**src/sv/ftc_pkg.sv**
```systemverilog
// ----------------------------------------------------------------------------
// ftc_pkg
// Shared field widths, codes and controller/datapath interface structs for
// the face-to-cell adjacency builder.
// ----------------------------------------------------------------------------
package ftc_pkg;

    // Field widths
    localparam int MODE_W   = 3;
    localparam int CELL_W   = 10;
    localparam int INDEX_W  = 12;
    localparam int VALUE_W  = 13;
    localparam int STATUS_W = 3;
    localparam int CFG_W    = 11;

    localparam logic [CFG_W-1:0] CELL_COUNT_RST = 11'd1024;

    // Item modes
    localparam logic [MODE_W-1:0] MODE_LOAD     = 3'd0;
    localparam logic [MODE_W-1:0] MODE_BUILD    = 3'd1;
    localparam logic [MODE_W-1:0] MODE_RD_OFF   = 3'd2;
    localparam logic [MODE_W-1:0] MODE_RD_LIST  = 3'd3;
    localparam logic [MODE_W-1:0] MODE_CLEAR    = 3'd4;

    // Result status codes
    localparam logic [STATUS_W-1:0] ST_OK        = 3'd0;
    localparam logic [STATUS_W-1:0] ST_BAD_CELL  = 3'd1;
    localparam logic [STATUS_W-1:0] ST_FULL      = 3'd2;
    localparam logic [STATUS_W-1:0] ST_BAD_INDEX = 3'd3;
    localparam logic [STATUS_W-1:0] ST_NOT_BUILT = 3'd4;

    // Cursor memory read address source
    typedef enum logic [1:0] {
        CUR_NONE,
        CUR_LEFT,
        CUR_RIGHT,
        CUR_CELL
    } cur_sel_t;

    // Result value source
    typedef enum logic [2:0] {
        RES_ZERO,
        RES_TOTAL,
        RES_OFF_Q,
        RES_ADJ_Q,
        RES_ACC
    } res_sel_t;

    // Controller to datapath commands
    typedef struct packed {
        logic                accept;
        logic                load_face;
        logic                clear_total;
        logic                built_set;
        logic                built_clr;
        logic                face_rd;
        logic                f_clr;
        logic                f_inc;
        logic                c_clr;
        logic                c_inc;
        cur_sel_t            cur_rd;
        logic                cur_wr_zero;
        logic                cur_wr_inc;
        logic                cur_wr_acc;
        logic                acc_clr;
        logic                acc_add;
        logic                off_wr;
        logic                off_rd_idx;
        logic                off_rd_n;
        logic                adj_wr;
        logic                adj_rd;
        logic                res_load;
        res_sel_t            res_sel;
        logic [STATUS_W-1:0] res_status;
    } cmd_t;

    // Datapath to controller status
    typedef struct packed {
        logic in_cell_bad;
        logic full;
        logic built;
        logic idx_gt_n;
        logic total_zero;
        logic f_last;
        logic c_top;
        logic c_end;
        logic face_bad;
        logic list_bad;
        logic out_free;
    } sts_t;

endpackage

```
**src/sv/ftc_ctrl.sv**
```systemverilog
// ----------------------------------------------------------------------------
// ftc_ctrl
// Sequencer: decodes items, runs the build passes (zero, count, prefix sum,
// scatter) and the offset and list queries.
// ----------------------------------------------------------------------------
module ftc_ctrl import ftc_pkg::*; (
    input  logic              aclk,
    input  logic              aresetn,
    input  logic              s_valid,
    input  logic [MODE_W-1:0] s_mode,
    output logic              s_ready,
    input  sts_t              sts,
    output cmd_t              cmd
);

    typedef enum logic [4:0] {
        IDLE,
        RO_OUT,
        RL_CHK,
        RL_OUT,
        ZERO,
        CNT_F,
        CNT_CHK,
        CNT_LW,
        CNT_R,
        CNT_RW,
        PRE_RD,
        PRE_WR,
        SC_F,
        SC_L,
        SC_LW,
        SC_R,
        SC_RW,
        BLD_DONE,
        BLD_ERR
    } state_t;

    state_t state_reg;
    state_t state_next;

    assign s_ready = (state_reg == IDLE) && sts.out_free;

    // Command decode and next state
    always_comb begin
        cmd            = '0;
        cmd.cur_rd     = CUR_NONE;
        cmd.res_sel    = RES_ZERO;
        cmd.res_status = ST_OK;
        state_next     = state_reg;
        case (state_reg)
            IDLE: begin
                if (s_valid && s_ready) begin
                    cmd.accept = 1'b1;
                    case (s_mode)
                        MODE_LOAD: begin
                            cmd.res_load = 1'b1;
                            if (sts.in_cell_bad) begin
                                cmd.res_status = ST_BAD_CELL;
                            end else if (sts.full) begin
                                cmd.res_status = ST_FULL;
                            end else begin
                                cmd.load_face = 1'b1;
                                cmd.res_sel   = RES_TOTAL;
                            end
                        end
                        MODE_BUILD: begin
                            cmd.c_clr   = 1'b1;
                            cmd.f_clr   = 1'b1;
                            cmd.acc_clr = 1'b1;
                            state_next  = ZERO;
                        end
                        MODE_RD_OFF: begin
                            if (!sts.built) begin
                                cmd.res_load   = 1'b1;
                                cmd.res_status = ST_NOT_BUILT;
                            end else if (sts.idx_gt_n) begin
                                cmd.res_load   = 1'b1;
                                cmd.res_status = ST_BAD_INDEX;
                            end else begin
                                cmd.off_rd_idx = 1'b1;
                                state_next     = RO_OUT;
                            end
                        end
                        MODE_RD_LIST: begin
                            if (!sts.built) begin
                                cmd.res_load   = 1'b1;
                                cmd.res_status = ST_NOT_BUILT;
                            end else begin
                                cmd.off_rd_n = 1'b1;
                                state_next   = RL_CHK;
                            end
                        end
                        MODE_CLEAR: begin
                            cmd.clear_total = 1'b1;
                            cmd.built_clr   = 1'b1;
                            cmd.res_load    = 1'b1;
                        end
                        default: begin
                            cmd.res_load = 1'b1;
                        end
                    endcase
                end
            end
            RO_OUT: begin
                if (sts.out_free) begin
                    cmd.res_load = 1'b1;
                    cmd.res_sel  = RES_OFF_Q;
                    state_next   = IDLE;
                end
            end
            RL_CHK: begin
                if (sts.list_bad) begin
                    if (sts.out_free) begin
                        cmd.res_load   = 1'b1;
                        cmd.res_status = ST_BAD_INDEX;
                        state_next     = IDLE;
                    end
                end else begin
                    cmd.adj_rd = 1'b1;
                    state_next = RL_OUT;
                end
            end
            RL_OUT: begin
                if (sts.out_free) begin
                    cmd.res_load = 1'b1;
                    cmd.res_sel  = RES_ADJ_Q;
                    state_next   = IDLE;
                end
            end
            // Clear the count memory, one cell a cycle
            ZERO: begin
                cmd.cur_wr_zero = 1'b1;
                cmd.c_inc       = 1'b1;
                if (sts.c_top) begin
                    cmd.c_clr  = 1'b1;
                    state_next = sts.total_zero ? PRE_RD : CNT_F;
                end
            end
            // Count pass with cell range check
            CNT_F: begin
                cmd.face_rd = 1'b1;
                state_next  = CNT_CHK;
            end
            CNT_CHK: begin
                if (sts.face_bad) begin
                    state_next = BLD_ERR;
                end else begin
                    cmd.cur_rd = CUR_LEFT;
                    state_next = CNT_LW;
                end
            end
            CNT_LW: begin
                cmd.cur_wr_inc = 1'b1;
                state_next     = CNT_R;
            end
            CNT_R: begin
                cmd.cur_rd = CUR_RIGHT;
                state_next = CNT_RW;
            end
            CNT_RW: begin
                cmd.cur_wr_inc = 1'b1;
                cmd.f_inc      = 1'b1;
                state_next     = sts.f_last ? PRE_RD : CNT_F;
            end
            // Prefix sum: offsets and scatter cursors
            PRE_RD: begin
                if (sts.c_end) begin
                    cmd.off_wr = 1'b1;
                    cmd.f_clr  = 1'b1;
                    state_next = sts.total_zero ? BLD_DONE : SC_F;
                end else begin
                    cmd.cur_rd = CUR_CELL;
                    state_next = PRE_WR;
                end
            end
            PRE_WR: begin
                cmd.off_wr     = 1'b1;
                cmd.cur_wr_acc = 1'b1;
                cmd.acc_add    = 1'b1;
                cmd.c_inc      = 1'b1;
                state_next     = PRE_RD;
            end
            // Scatter face numbers in load order
            SC_F: begin
                cmd.face_rd = 1'b1;
                state_next  = SC_L;
            end
            SC_L: begin
                cmd.cur_rd = CUR_LEFT;
                state_next = SC_LW;
            end
            SC_LW: begin
                cmd.adj_wr     = 1'b1;
                cmd.cur_wr_inc = 1'b1;
                state_next     = SC_R;
            end
            SC_R: begin
                cmd.cur_rd = CUR_RIGHT;
                state_next = SC_RW;
            end
            SC_RW: begin
                cmd.adj_wr     = 1'b1;
                cmd.cur_wr_inc = 1'b1;
                cmd.f_inc      = 1'b1;
                state_next     = sts.f_last ? BLD_DONE : SC_F;
            end
            BLD_DONE: begin
                if (sts.out_free) begin
                    cmd.built_set = 1'b1;
                    cmd.res_load  = 1'b1;
                    cmd.res_sel   = RES_ACC;
                    state_next    = IDLE;
                end
            end
            BLD_ERR: begin
                if (sts.out_free) begin
                    cmd.built_clr  = 1'b1;
                    cmd.res_load   = 1'b1;
                    cmd.res_status = ST_BAD_CELL;
                    state_next     = IDLE;
                end
            end
            default: begin
                state_next = IDLE;
            end
        endcase
    end

    // State register
    always_ff @(posedge aclk) begin
        if (!aresetn) begin
            state_reg <= IDLE;
        end else begin
            state_reg <= state_next;
        end
    end

endmodule

```
**config.mk**
```make
export PLATFORM = sky130hd
export DESIGN_NAME = ftc_ctrl
export DESIGN_NICKNAME = d
export VERILOG_FILES = /design/src/sv/ftc_pkg.sv /design/src/sv/ftc_ctrl.sv
export SDC_FILE = /design/constraint.sdc
export NUM_CORES = 1
export LEC_CHECK = 0
export BUFFER_PORTS_ARGS = -buffer_cell sky130_fd_sc_hd__buf_4
export CAP_MARGIN = 25
export CORE_ASPECT_RATIO = 1.4
export CORE_UTILIZATION = 45
export CTS_BUF_LIST = sky130_fd_sc_hd__clkbuf_8
export DETAILED_ROUTE_END_ITERATION = 8
export HOLD_SLACK_MARGIN = 0.1
export PLACE_DENSITY = 0.75
export SKIP_LAST_GASP = 1
export SLEW_MARGIN = 40
export SYNTH_ARGS = -nofsm -noshare
export SYNTH_HDL_FRONTEND = slang
export SYNTH_SLANG_ARGS = --single-unit
```
**constraint.sdc**
```tcl
create_clock -name aclk -period 1.6 [get_ports aclk]
set_input_delay 0 -clock aclk [delete_from_list [all_inputs] [get_ports aclk]]
set_output_delay 0 -clock aclk [all_outputs]
set_load 0.005 [all_outputs]
```
==> metrics.txt <==
# TYPE chip_impl_metric gauge
chip_impl_metric{name="ys_seq_area_share",unit="%"} 8.47
chip_impl_metric{name="drt_drc_violations_left",unit=""} 0
chip_impl_metric{name="maxSlewHeadroom",unit="%"} 71.4
chip_impl_metric{name="yosysWarnings",unit=""} 0
chip_impl_metric{name="num_rows",unit=""} 21
chip_impl_metric{name="fin_crit",unit="ns"} 1.64
chip_impl_metric{name="least_setup_slack_across_all_paths_after_layout",unit="ns"} -0.0436
chip_impl_metric{name="dr_vias_cell",unit=""} 6.14
chip_impl_metric{name="post_synth_and_or_nand_nor_area_fraction",unit="%"} 45.1
chip_impl_metric{name="numClockSinks",unit=""} 5
chip_impl_metric{name="core-area",unit="um2"} 2440
chip_impl_metric{name="drt_pre_antenna_iters",unit=""} 4
chip_impl_metric{name="total_power",unit="uW"} 581
chip_impl_info{name="worst_min_path_class",value="primary input to register"} 1
chip_impl_info{name="clock-root-buffer",value="sky130_fd_sc_hd__clkbuf_8"} 1
chip_impl_metric{name="cp_slowest_stage_delay",unit="ns"} 0.43
chip_impl_metric{name="post_synth_fa_ha_maj_area_fraction",unit="%"} 0
chip_impl_metric{name="max_freq",unit="GHz"} 0.608
chip_impl_metric{name="post_synth_num_cell_types",unit=""} 58
chip_impl_metric{name="post_route_cells_drive_above_1_share",unit="%"} 45.4
chip_impl_metric{name="p_per_area",unit="nW/um2"} 325
chip_impl_metric{name="final-setup-viol-count",unit=""} 5
chip_impl_metric{name="insertedDiodeCount",unit=""} 0
chip_impl_metric{name="detailroute.via_count",unit=""} 1614
chip_impl_metric{name="grtUsageTotal",unit="%"} 30.1
chip_impl_metric{name="clkTransAtPathRegs",unit="ns"} 0.04
chip_impl_metric{name="global_route.overflow_total",unit=""} 0
chip_impl_info{name="rsz_0062_raised_after_global_routing",value="true"} 1
chip_impl_metric{name="worstPathRequired",unit="ns"} 1.60
chip_impl_metric{name="ant_nets",unit=""} 0
chip_impl_metric{name="vdd.ir_drop.worst",unit="mV"} 0.290
chip_impl_metric{name="path_max_fanout",unit=""} 7
chip_impl_metric{name="critical_path.n_buffers_inverters",unit=""} 2
chip_impl_info{name="critPathSlowestCell",value="sky130_fd_sc_hd__or4_4"} 1
chip_impl_metric{name="antenna_found_initial",unit=""} 0
chip_impl_metric{name="power.leakage",unit="nW"} 0.805
chip_impl_info{name="critPathLaunchType",value="register"} 1
chip_impl_info{name="critical_path.top_delay_family",value="simple AND/OR/NAND/NOR gates"} 1
chip_impl_metric{name="post_synth.cell_area_avg",unit="um2"} 6.99
chip_impl_metric{name="effective_utilization_at_floorplan",unit="%"} 48.3
chip_impl_metric{name="number_of_synthesized_flops_with_an_enable_pin",unit=""} 0
chip_impl_metric{name="die_y",unit="um"} 62.6
chip_impl_metric{name="maxSlewViolCount",unit=""} 0
chip_impl_metric{name="die_area",unit="um2"} 2840
chip_impl_info{name="violations_in_the_final_reports",value="negative setup slack"} 1
chip_impl_metric{name="detail_route.iter0.violations",unit=""} 76
chip_impl_metric{name="detailed_place_hpwl",unit="um"} 2950
chip_impl_metric{name="worst_pin_slew",unit="ns"} 0.428
chip_impl_metric{name="fillers",unit=""} 199
chip_impl_metric{name="finalClockSkew",unit="ns"} 0.000236
chip_impl_metric{name="number_of_global_route_vias_before_repair",unit=""} 1483
chip_impl_metric{name="hold_fails_final_rpt",unit=""} 0
chip_impl_metric{name="numCtsBuffers",unit=""} 3
chip_impl_info{name="path_cells",value="nor3_4 -> buf_6 -> nand3_4 -> or4_4 -> nand2_1 -> buf_4"} 1
chip_impl_metric{name="data_arrival_critical_path",unit="ns"} 1.64
chip_impl_metric{name="ys_seq_elements",unit=""} 5
chip_impl_info{name="worstSetupPathType",value="register to primary output"} 1
chip_impl_metric{name="largest_reg_flops",unit=""} 5
chip_impl_metric{name="clk_path_buf_depth",unit=""} 2
chip_impl_info{name="postSynth.topFlopCell",value="sky130_fd_sc_hd__dfxtp_1"} 1
chip_impl_metric{name="num_io_pins",unit=""} 47
chip_impl_info{name="layout.cells.most_common",value="sky130_fd_sc_hd__buf_4"} 1
chip_impl_info{name="cts_tree",value="built"} 1
chip_impl_metric{name="grt_max_degree",unit=""} 23
chip_impl_metric{name="dpl-instance-area",unit="um2"} 1560
chip_impl_metric{name="netlist_instances",unit=""} 169
chip_impl_metric{name="syn_area",unit="um2"} 1180
chip_impl_metric{name="post_synth_mux_area_share",unit="%"} 0.847
chip_impl_metric{name="postSynth.asyncResetShare",unit="%"} 0
chip_impl_metric{name="synth-compound-area-share",unit="%"} 31.2
chip_impl_metric{name="worstSkewPairLatency",unit="ns"} 0.23
chip_impl_info{name="layout_common_cells",value="sky130_fd_sc_hd__buf_4, sky130_fd_sc_hd__nor2_1, sky130_fd_sc_hd__a21oi_1, sky130_fd_sc_hd__nand2_1, sky130_fd_sc_hd__nor3_1"} 1
chip_impl_metric{name="port-buffer-count",unit=""} 46
chip_impl_metric{name="syn2layout_area_growth",unit="%"} 51.4
chip_impl_info{name="main_combinational_cell_family_by_area_after_synthesis",value="simple AND/OR/NAND/NOR gates"} 1
chip_impl_metric{name="routed_wl",unit="um"} 4390
chip_impl_info{name="outcome",value="finished, violations left"} 1
chip_impl_metric{name="syn_nets",unit=""} 186
chip_impl_metric{name="num-nets-final",unit=""} 247
chip_impl_metric{name="wl_per_cell",unit="um"} 16.7
chip_impl_metric{name="post_synth_xor_area_fraction",unit="%"} 0.742
chip_impl_metric{name="post_layout_instance_area",unit="um2"} 1790
chip_impl_metric{name="cap_viol_max_count",unit=""} 0
chip_impl_metric{name="routabilityCongestion",unit=""} 0.914
chip_impl_metric{name="final_cycle_utilization_of_the_critical_path",unit="%"} 103
chip_impl_metric{name="wire_length_of_the_first_global_routing_pass",unit="um"} 6560
chip_impl_metric{name="htree_depth",unit=""} 1
chip_impl_info{name="cp-end-kind",value="primary output"} 1
chip_impl_metric{name="die-width",unit="um"} 45.3
==> power by group <==
group	switching (mW)	total, mW	internal [mW]
sequential	0.00365	0.129	0.125
combinational	0.108	0.215	0.107
clock	0.0719	0.237	0.165
==> cell type report <==
cell class,instances,area (um2),area share [%]
clock buffers,3,41.3,2.31
flip-flops and latches,5,111,6.23
inverters,8,30.0,1.68
repair buffers,73,606,33.9
well taps,34,42.5,2.38
multi-input cells,139,953,53.3
clock inverters,1,3.75,0.210
==> cells by family after synthesis <==
| group | Yosys count |
|---|---|
| xor gates and xnor gates | 1 |
| and+or+nand+nor | 87 |
| buffers and inverters | 25 |
| AOI/OAI and AO/OA | 50 |
| muxes | 1 |
| DFF | 5 |
==> per-stage QoR <==
stage | instances | setup TNS, ns | util (%) | setup WS (ns) | hold slack [ns]
finish | 263 | -0.144 | 73.2 | -0.0436 | 0.129
global route | 263 | -0.689 | 73.2 | -0.110 | 0.161
CTS | 256 | -0.000742 | 69.5 | -0.000742 | 0.138
detailed placement | 245 | 0 | 63.9 | 0.0647 | 0.253
global placement | 245 | 0 | 63.9 | 0.0563 | 0.252
floorplan | 169 | 0 | - | 0.167 | 0.0305
==> Yosys cell counts (all sizes together), types with 2 or more instances <==
library cell | instances | area (um2)
nor2 | 22 | 90.1
buf | 15 | 123
a21oi | 14 | 70.1
nor3 | 11 | 71.3
nand2 | 10 | 37.5
inv | 8 | 30.0
nand2b | 7 | 43.8
o21ai | 7 | 38.8
a31oi | 6 | 37.5
and3 | 6 | 37.5
dfxtp | 5 | 100
nand3 | 5 | 37.5
or3 | 4 | 30.0
and2 | 3 | 18.8
nor2b | 3 | 18.8
nor3b | 3 | 22.5
a2111oi | 2 | 30.0
a21o | 2 | 15.0
a32oi | 2 | 17.5
clkbuf | 2 | 7.51
nand4 | 2 | 12.5
nor4 | 2 | 18.8
nor4b | 2 | 23.8
o211ai | 2 | 15.0
o22ai | 2 | 12.5
o32ai | 2 | 17.5
==> path summary, 6_finish.rpt <==
kind	cells past startpoint	slack, ns	endpoint	startpoint
worst max-delay path	6	-0.04	cmd[20]	state_reg[4]$_SDFFE_PN0P_
worst min-delay path	3	0.13	state_reg[1]$_SDFFE_PN0P_	s_mode[0]
worst max register to register	7	-0.02	state_reg[0]$_SDFFE_PN0P_	state_reg[1]$_SDFFE_PN0P_
worst min register to register	4	0.79	state_reg[2]$_SDFFE_PN0P_	state_reg[2]$_SDFFE_PN0P_
==> tightest hold or removal path: stages <==
cell                      delay (ns)
sky130_fd_sc_hd__buf_4          0.14
sky130_fd_sc_hd__nand4_1        0.07
sky130_fd_sc_hd__a41oi_1        0.09
==> timing repair <==
item	in CTS	in global routing
hold endpoints to repair	2	0
setup buffers	5	7
endpoints found under the setup margin	8	11
cloned	1	0
gates resized for setup	7	11
hold buffers	1	0
pin swaps	3	6
==> per-layer routing <==
| metal | vias up | global-route usage [%] | wire length (um) |
|---|---|---|---|
| li1 | 751 | - | - |
| met1 | 754 | 33.6 | 1600 |
| met2 | 91 | 52.7 | 2330 |
| met3 | 18 | 2.31 | 266 |
| met4 | 0 | 16.7 | 188 |
| met5 | - | 0 | 0 |
No activity file was read; power rests on OpenSTA's default activity.
